## src/rtl/core/ilid_pkg.sv

```systemverilog
package ilid_pkg;

	// Beat field widths, fixed by the command and response formats
	localparam int CMD_W    = 2;
	localparam int POS_W    = 9;
	localparam int VALUE_W  = 32;
	localparam int STATUS_W = 2;
	localparam int LEN_W    = 9;

	typedef enum logic [CMD_W-1:0] {
		CMD_INSERT = 2'd0,
		CMD_DELETE = 2'd1,
		CMD_MODIFY = 2'd2,
		CMD_READ   = 2'd3
	} cmd_t;

	typedef enum logic [STATUS_W-1:0] {
		ST_OK      = 2'd0,
		ST_BAD_POS = 2'd1,
		ST_FULL    = 2'd2
	} status_t;

	// Pointer update selected by the controller
	typedef enum logic [2:0] {
		PTR_HOLD      = 3'd0,
		PTR_LOAD_LAST = 3'd1,
		PTR_LOAD_NEXT = 3'd2,
		PTR_DEC       = 3'd3,
		PTR_INC       = 3'd4
	} ptr_op_t;

	// Memory write address and data source
	typedef enum logic [1:0] {
		WR_POS_VALUE = 2'd0,
		WR_PTR_UP    = 2'd1,
		WR_PTR_DOWN  = 2'd2
	} wr_src_t;

	// Controller to datapath commands
	typedef struct packed {
		logic    capture;
		logic    set_status;
		status_t status;
		ptr_op_t ptr_op;
		logic    rd_en;
		logic    rd_pos;
		logic    wr_en;
		wr_src_t wr_src;
		logic    cnt_inc;
		logic    cnt_dec;
		logic    load_out;
	} ctl_cmd_t;

	// Datapath to controller status
	typedef struct packed {
		cmd_t cmd;
		logic pos_bad;
		logic full;
		logic tail;
		logic up_end;
		logic down_end;
	} dp_stat_t;

endpackage

```

## src/rtl/core/ilid_ctrl.sv

```systemverilog
module ilid_ctrl (
	input  logic                clk,
	input  logic                arst_n,
	input  logic                in_valid,
	output logic                in_ready,
	output logic                out_valid,
	input  logic                out_ready,
	input  ilid_pkg::dp_stat_t  stat,
	output ilid_pkg::ctl_cmd_t  ctl
);

	typedef enum logic [5:0] {
		S_IDLE     = 6'b000001,
		S_DECODE   = 6'b000010,
		S_SHIFT_UP = 6'b000100,
		S_INS_PUT  = 6'b001000,
		S_SHIFT_DN = 6'b010000,
		S_POST     = 6'b100000
	} state_t;

	state_t state_q, state_d;
	logic   out_valid_q;
	logic   slot_free;

	assign slot_free = !out_valid_q || out_ready;
	assign in_ready  = (state_q == S_IDLE);
	assign out_valid = out_valid_q;

	// Sequence one command through decode, shift and result hand-off
	always_comb begin
		state_d        = state_q;
		ctl.capture    = 1'b0;
		ctl.set_status = 1'b0;
		ctl.status     = ilid_pkg::ST_OK;
		ctl.ptr_op     = ilid_pkg::PTR_HOLD;
		ctl.rd_en      = 1'b0;
		ctl.rd_pos     = 1'b0;
		ctl.wr_en      = 1'b0;
		ctl.wr_src     = ilid_pkg::WR_POS_VALUE;
		ctl.cnt_inc    = 1'b0;
		ctl.cnt_dec    = 1'b0;
		ctl.load_out   = 1'b0;
		case (state_q)
			S_IDLE: begin
				if (in_valid) begin
					ctl.capture = 1'b1;
					state_d     = S_DECODE;
				end
			end
			S_DECODE: begin
				ctl.set_status = 1'b1;
				state_d        = S_POST;
				if (stat.pos_bad) begin
					ctl.status = ilid_pkg::ST_BAD_POS;
				end else begin
					case (stat.cmd)
						ilid_pkg::CMD_INSERT: begin
							if (stat.full) begin
								ctl.status = ilid_pkg::ST_FULL;
							end else if (stat.tail) begin
								ctl.wr_en   = 1'b1;
								ctl.wr_src  = ilid_pkg::WR_POS_VALUE;
								ctl.cnt_inc = 1'b1;
							end else begin
								ctl.ptr_op = ilid_pkg::PTR_LOAD_LAST;
								ctl.rd_en  = 1'b1;
								state_d    = S_SHIFT_UP;
							end
						end
						ilid_pkg::CMD_DELETE: begin
							if (stat.tail) begin
								ctl.cnt_dec = 1'b1;
							end else begin
								ctl.ptr_op = ilid_pkg::PTR_LOAD_NEXT;
								ctl.rd_en  = 1'b1;
								state_d    = S_SHIFT_DN;
							end
						end
						ilid_pkg::CMD_MODIFY: begin
							ctl.wr_en  = 1'b1;
							ctl.wr_src = ilid_pkg::WR_POS_VALUE;
						end
						default: begin
							ctl.rd_en  = 1'b1;
							ctl.rd_pos = 1'b1;
						end
					endcase
				end
			end
			S_SHIFT_UP: begin
				ctl.wr_en  = 1'b1;
				ctl.wr_src = ilid_pkg::WR_PTR_UP;
				if (stat.up_end) begin
					state_d = S_INS_PUT;
				end else begin
					ctl.ptr_op = ilid_pkg::PTR_DEC;
					ctl.rd_en  = 1'b1;
				end
			end
			S_INS_PUT: begin
				ctl.wr_en   = 1'b1;
				ctl.wr_src  = ilid_pkg::WR_POS_VALUE;
				ctl.cnt_inc = 1'b1;
				state_d     = S_POST;
			end
			S_SHIFT_DN: begin
				ctl.wr_en  = 1'b1;
				ctl.wr_src = ilid_pkg::WR_PTR_DOWN;
				if (stat.down_end) begin
					ctl.cnt_dec = 1'b1;
					state_d     = S_POST;
				end else begin
					ctl.ptr_op = ilid_pkg::PTR_INC;
					ctl.rd_en  = 1'b1;
				end
			end
			S_POST: begin
				if (slot_free) begin
					ctl.load_out = 1'b1;
					state_d      = S_IDLE;
				end
			end
			default: begin
				state_d = S_IDLE;
			end
		endcase
	end

	// Advance state and hold the response beat until taken
	always_ff @(posedge clk or negedge arst_n) begin
		if (!arst_n) begin
			state_q     <= S_IDLE;
			out_valid_q <= 1'b0;
		end else begin
			state_q <= state_d;
			if (ctl.load_out) begin
				out_valid_q <= 1'b1;
			end else if (out_ready) begin
				out_valid_q <= 1'b0;
			end
		end
	end

endmodule

```

## config.mk

```make
export PLATFORM = sky130hd
export DESIGN_NAME = ilid_ctrl
export DESIGN_NICKNAME = d
export VERILOG_FILES = /design/src/rtl/core/ilid_pkg.sv /design/src/rtl/core/ilid_ctrl.sv
export SDC_FILE = /design/constraint.sdc
export NUM_CORES = 1
export LEC_CHECK = 0
export BUFFER_PORTS_ARGS = -buffer_cell sky130_fd_sc_hd__buf_4
export CAP_MARGIN = 20
export CORE_MARGIN = 2
export CORE_UTILIZATION = 38
export CTS_CLUSTER_DIAMETER = 60
export DETAILED_ROUTE_END_ITERATION = 12
export HOLD_SLACK_MARGIN = 0.15
export PLACE_DENSITY = 0.72
export SYNTH_ARGS = -nofsm -noshare
export SYNTH_HDL_FRONTEND = slang
export SYNTH_SLANG_ARGS = --single-unit
```

## constraint.sdc

```tcl
create_clock -name clk -period 3.12 [get_ports clk]
set_input_delay 0.624 -clock clk [delete_from_list [all_inputs] [get_ports clk]]
set_output_delay 0.624 -clock clk [all_outputs]
set_load 0.1 [all_outputs]
```

# ---- After elaboration in Yosys (flattened, before gate mapping)
# Index checks and enable logic that the tools add are counted.
dict set report word_totals {
  ff_bits 7
  elab_cells 61
  out_inout_bits 17
}
dict set report op_classes {
  mux 41
  eq_ne 12
  n_reduce_logical 6
}
# operator count
set op_table {}
lappend op_table {{$mux W6} 8}
lappend op_table {{$pmux W6 S6} 1}
lappend op_table {{$mux W1} 12}
lappend op_table {{$mux W4} 3}
lappend op_table {{$pmux W3 S4} 1}
lappend op_table {{$pmux W4 S3} 1}
lappend op_table {{$pmux W6 S2} 1}
lappend op_table {{$mux W10} 1}
lappend op_table {{$mux W2} 5}
lappend op_table {{$mux W3} 3}
lappend op_table {{$ne A2 B2 Y1 const B} 4}
lappend op_table {{$eq A6 B1 Y1 const B} 1}
lappend op_table {{$eq A6 B2 Y1 const B} 1}
lappend op_table {{$eq A6 B3 Y1 const B} 1}
lappend op_table {{$eq A6 B4 Y1 const B} 1}
lappend op_table {{$eq A6 B5 Y1 const B} 1}
lappend op_table {{$eq A6 B6 Y1 const B} 1}
lappend op_table {{$pmux W3 S2} 1}
lappend op_table {{$pmux W1 S2} 2}
lappend op_table {{$pmux W2 S2} 1}
lappend op_table {{$reduce_and A4 Y1} 1}
lappend op_table {{$pmux W1 S3} 1}
lappend op_table {{$reduce_or A3 Y1} 1}
lappend op_table {{$eq A2 B1 Y1 const B} 1}
lappend op_table {{5 further kinds} 5}

# ---- Logic depth before layout (Yosys ltp)
# Gate-level depths: netlist of the first run.
dict set report logic_depth {
  depth_word 5
  mapped_depth 5
  depth_no_buf 5
}

# ---- Worst setup path before layout of the first run
# No wires, ideal clock.
dict set report synth_timing {
  kind {flip-flop to output port}
  startpoint {register state_q[2]}
  endpoint {output port ctl[8] (netlist name)}
  n_path_buf 0
  stages_incl_launch_ff 5
  t_arrival_ps 3557
  path_slack_ps -1061
  path_cell_list {dfrtp_1 nor4_2 nand3b_2 or3_4 o32ai_1}
}
# item line
set synth_rtl {}
lappend synth_rtl {{start: declaration} ilid_ctrl.sv:21} ;# state_t state_q, state_d;
lappend synth_rtl {{start signal: assignment} ilid_ctrl.sv:135} ;# state_q <= state_d;
lappend synth_rtl {{end: declaration} ilid_ctrl.sv:9} ;# output ilid_pkg::ctl_cmd_t ctl

==> results_dict.tcl, run 1 <==
set metrics [dict create \
    status "complete, no violations" \
    relSlewSlack_pct 71.6 \
    hold_viol_final 0 \
    first_global_vias 533 \
    path_clk_slew_ns 0.05 \
    maxCapViolations 0 \
    routed-via-count 649 \
    coreArea_um2 1450 \
    io_pins 28 \
    cp-start-kind "register" \
    arrival_ns 2.18 \
    skew_ns 0.00638 \
    portBuffers 27 \
    initial_core_util_pct 39.4 \
    syn_area_per_cell_um2 8.07 \
    post_cts_buffers 0 \
    cpPeakStageDelay_ns 0.45 \
    crit_slowest_cell "dfrtp_1" \
    ys_seq_area_share_pct 30.8 \
    die-area_um2 1830 \
    cp_cell_sequence "nor4_2, nand3b_2, or3_4, o32ai_2, buf_4" \
    cp_top_family "simple AND/OR/NAND/NOR gates" \
    grt_antenna_before_repair 0 \
    p_leak_nw 0.418 \
    synth.distinct_cells 31 \
    drcViolationCount 0 \
    die_h_um 42.8 \
    cp_max_fo 8 \
    synth-async-reset-ratio_pct 100 \
    worst-setup-path-type "register to primary output" \
    wl_per_cell_um 13.3 \
    drive_gt1_share_pct 39.0 \
    final_nets 112 \
    via_per_inst 5.59 \
    synth.cell_area_um2 573 \
    clock_sinks 7 \
    cts_hold_buf 0 \
    areaGrowthSynthToFinish_pct 47.4 \
    cts_tree "built" \
    whs_ns 0.171 \
    synth_seq_cells 7 \
    fmax_ghz 0.356 \
    clock_path_buffers 2 \
    grt_pass1_wl_um 2370 \
    row_count 14 \
    cts_root_buf "clkbuf_4" \
    gr-total-overflow 0 \
    synth_top_area_share_pct 26.2 \
    ir_worst_vdd_uv 460 \
    synth_commonest_cells "dfrtp_1 (6), o21ai_0 (6), inv_1 (5), nor2b_1 (5)" \
    syn-num-nets 82 \
    cts_buffers 3 \
    pre_cts_ws_ns 0.587 \
    power.density_nw_per_um2 703 \
    p_total_uw 594 \
    drt-initial-drc-count 13 \
    final_util_pct 58.1 \
    drt-pass1-iter-count 4 \
    yosysTopAreaCell "dfrtp_1" \
    ctsHtreeMaxLevel 1 \
    synth_edf_count 0 \
    gp_congestion 0.783 \
    fin_crit_ns 2.81 \
    worst_hold_path_type "input port to asynchronous set/reset pin" \
    cp.required_ns 2.50 \
    worst_pin_slew_ns 0.423 \
    final_max_slew_viol_count 0 \
    setup_violations 0 \
    crit_buf_inv 1 \
    ctsResizeCount 0 \
    synthFlopType "dfrtp_1" \
    totalWireLength_um 1540 \
    r2r_setup_slack_ns 1.32 \
    track_usage_pct 17.3 \
    insertion_delay_ns 0.25 \
    diodes 0 \
    setup_ws_ns 0.314 \
    grt_max_degree 12 \
    synth_cells 71 \
    die_x_um 42.8 \
    ant_nets 0 \
    yosys_warnings 0 \
    rsz0062_at_grt "no" \
    finalCritPeriodShare_pct 89.9 \
    synthTopCellsByArea "dfrtp_1 (26%), nor2b_1 (5.5%), o21ai_0 (5.2%)" \
    cp-end-kind "primary output" \
    dp_hpwl_um 1230 \
]
## flip-flops by register name, indices dropped and copies added (netlist names)
signal,flops
state_q,6
out_valid,1
## power by group
part	leakage, nW	switching (mW)	internal (mW)
Clock	0.0177	0.0332	0.0468
Sequential	0.0930	0.0323	0.113
Combinational	0.308	0.271	0.0978
## per-layer routing
layer  wire length [um]  track usage [%]  up-vias
li1                   -                -      319
met1                693             24.7      311
met2                780             24.5       17
met3                 59             5.11        2
met4                  9             5.63        0
met5                  0                0        -
## path summary, 6_finish.rpt
| check | from | to | cells after the start |
|---|---|---|---|
| hold / removal | arst_n | state_q[3]$_DFFE_PN0P_ | 1 |
| min in group clk | in_valid | state_q[0]$_DFFE_PN1P_ | 2 |
| max in group asynchronous | arst_n | state_q[0]$_DFFE_PN1P_ | 1 |
| hold reg to reg | out_valid$_DFFE_PN0P_ | out_valid$_DFFE_PN0P_ | 2 |
| setup reg to reg | state_q[2]$_DFFE_PN0P_ | state_q[2]$_DFFE_PN0P_ | 4 |
| setup / recovery | state_q[2]$_DFFE_PN0P_ | ctl[8] | 5 |
## cell type report
class / count / area [um2]
Fill cell: 128 / 609
Multi-Input combinational cell: 57 / 399
Timing Repair Buffer: 27 / 203
Sequential cell: 7 / 176
Clock buffer: 3 / 22.5
Tap cell: 16 / 20.0
Inverter: 5 / 18.8
Clock inverter: 1 / 5.00
## placed cells by master (no fill, tap or decap), types with 2 or more instances in the layout
cell type	n
nor2_1	4
dfrtp_1	6
nor3b_1	2
clkbuf_4	3
xnor2_1	2
nand3b_1	4
nor2b_1	5
nor4_1	3
o21ai_0	4
o22ai_1	4
and2_1	3
nor3_1	2
nand2b_1	2
inv_1	5
buf_4	27
a21oi_1	2
nand2_1	3
## worst reg2reg max path: cells and delay by family, from the launching register on
kind | cells | cell delay (ns)
AND/OR/NAND/NOR | 3 | 0.93
AO/OA/AOI/OAI | 1 | 0.29
flip-flops | 1 | 0.45
## cell families (layout without fill, tap and decap cells)
group                     Yosys count  in the layout  share of synthesized area, %
and+or+nand+nor                    36             36                          40.0
AOI/OAI and AO/OA                  19             19                          21.4
DFF                                 7              7                          30.8
buffers and inverters               7             36                          4.80
xor gates and xnor gates            2              2                          3.06
## metrics by stage
stage | setup TNS [ns] | area [um2] | instances
5_1_grt | 0 | 845 | 116
2_1_floorplan | -1.62 | 603 | 71
3_5_place_dp | 0 | 817 | 112
3_3_place_gp | 0 | 817 | 112
6_report | 0 | 845 | 116
4_1_cts | 0 | 845 | 116
(Power assumes the default switching activity.)
==> inputs of run 2 (changes only) <==
- RECOVER_POWER: default -> 100
- SLEW_MARGIN: default -> 20
==> run 2 against run 1 <==
Compared with the run above: clock skew about the same; global-route usage unchanged; core utilization decreased by 2.9 points; sequential share of layout area increased by 1.1 points; total power decreased by 3.0%.
==> results_dict.tcl, run 2 (same netlist as run 1, synthesis figures left out) <==
set metrics [dict create \
    pre_cts_ws_ns 0.587 \
    p_total_uw 576 \
    worst-setup-path-type "register to primary output" \
    ant_nets 0 \
    top_register "state_q" \
    setup_violations 0 \
    dp_hpwl_um 1230 \
    clock_sinks 7 \
    r2r-start "state_q[2]$_DFFE_PN0P_" \
    die-area_um2 1830 \
    ctsHtreeMaxLevel 1 \
    worst_r2r_path_depth 4 \
    critPathLaunch "state_q[2]$_DFFE_PN0P_" \
    row_count 14 \
    whs_ns 0.255 \
    layout_common_cells "clkbuf_2 (13), buf_4 (9), dfrtp_1 (6)" \
    clock_path_buffers 2 \
    relSlewSlack_pct 23.0 \
    arrival_ns 2.25 \
    io_pins 28 \
    grt_antenna_before_repair 0 \
    via_per_inst 5.58 \
    drt-pass1-iter-count 4 \
    totalWireLength_um 1520 \
    areaGrowthSynthToFinish_pct 40.0 \
    first_global_vias 533 \
    track_usage_pct 17.3 \
    coreArea_um2 1450 \
    fin_crit_ns 2.88 \
    fin_area_um2 802 \
    die_x_um 42.8 \
    wl_per_cell_um 13.1 \
    power.density_nw_per_um2 718 \
    cts_tree "built" \
    grt_pass1_wl_um 2370 \
    routed-via-count 647 \
    drive_gt1_share_pct 37.0 \
    cp-end-kind "primary output" \
    portBuffers 27 \
    worst_hold_path_type "input port to asynchronous set/reset pin" \
    cts_hold_buf 0 \
    cp.required_ns 2.50 \
    cp_max_fo 8 \
    ctsResizeCount 0 \
    grt_max_degree 12 \
    reg2reg_to "state_q[2]$_DFFE_PN0P_" \
    p_leak_nw 0.399 \
    placed_cell_area_um2 817 \
    die_h_um 42.8 \
    cp-start-kind "register" \
    final_nets 112 \
    diodes 0 \
    gp_congestion 0.783 \
    path_clk_slew_ns 0.05 \
    worst_pin_slew_ns 1.16 \
    cts_root_buf "clkbuf_4" \
    status "complete, no violations" \
    gr-total-overflow 0 \
    ir_worst_vdd_uv 408 \
    r2r_setup_slack_ns 1.29 \
    rsz0062_at_grt "no" \
    cts_buffers 3 \
    crit_end "ctl[12]" \
    skew_ns 0.00639 \
    hold_viol_final 0 \
    final_max_slew_viol_count 0 \
    largest_reg_flops 6 \
    fillCellCount 140 \
    maxCapViolations 0 \
    drt-initial-drc-count 16 \
    setup_ws_ns 0.244 \
    fmax_ghz 0.348 \
    initial_core_util_pct 39.4 \
    insertion_delay_ns 0.26 \
    mostFrequentLayoutCell "clkbuf_2" \
    finalCritPeriodShare_pct 92.2 \
    drcViolationCount 0 \
    final_util_pct 55.2 \
    post_cts_buffers 0 \
]
==> run 2: worst min-delay path by stage <==
stage	from	endpoint	slack, ns	cells after the start
after detailed placement	arst_n	state_q[2]$_DFFE_PN0P_	0.44	1
final	arst_n	state_q[2]$_DFFE_PN0P_	0.25	1
after global routing	arst_n	state_q[2]$_DFFE_PN0P_	0.27	1
after CTS	arst_n	state_q[2]$_DFFE_PN0P_	0.16	1
after floorplan	arst_n	out_valid$_DFFE_PN0P_	0.33	0
after global placement	arst_n	out_valid$_DFFE_PN0P_	0.44	1
==> run 2: per-layer routing <==
metal / vias to the layer above / wire, um / global-route usage (%)
li1: 318 / - / -
met1: 309 / 675 / 24.7
met2: 18 / 754 / 24.5
met3: 2 / 79 / 5.11
met4: 0 / 8 / 5.63
met5: - / 0 / 0
==> run 2: final cells by class <==
type | count | area [um2] | share of cell area (%)
clock buffer | 3 | 22.5 | 2.81
timing repair buffer | 27 | 160 | 20.0
inverter | 5 | 18.8 | 2.34
sequential | 7 | 176 | 22.0
multi-input combinational | 57 | 399 | 49.8
clock inverter | 1 | 5.00 | 0.624
tap | 16 | 20.0 | 2.50
==> run 2: power by group <==
| group | switching (mW) | internal (mW) |
|---|---|---|
| combinational | 0.269 | 0.0809 |
| sequential | 0.0326 | 0.113 |
| clock | 0.0339 | 0.0468 |
| total | 0.335 | 0.241 |
==> run 2: per-stage QoR <==
stage / TNS, ns / instances
finish: 0 / 116
global route: 0 / 116
CTS: 0 / 116
detailed placement: 0 / 112
global placement: 0 / 112
floorplan: -1.62 / 71
==> run 2: critical path: stages (launching register included) <==
cell      delay, ns
dfrtp_1        0.46
nor4_2         0.37
nand3b_2       0.16
or3_4          0.40
nor3_2         0.12
clkbuf_2       0.47
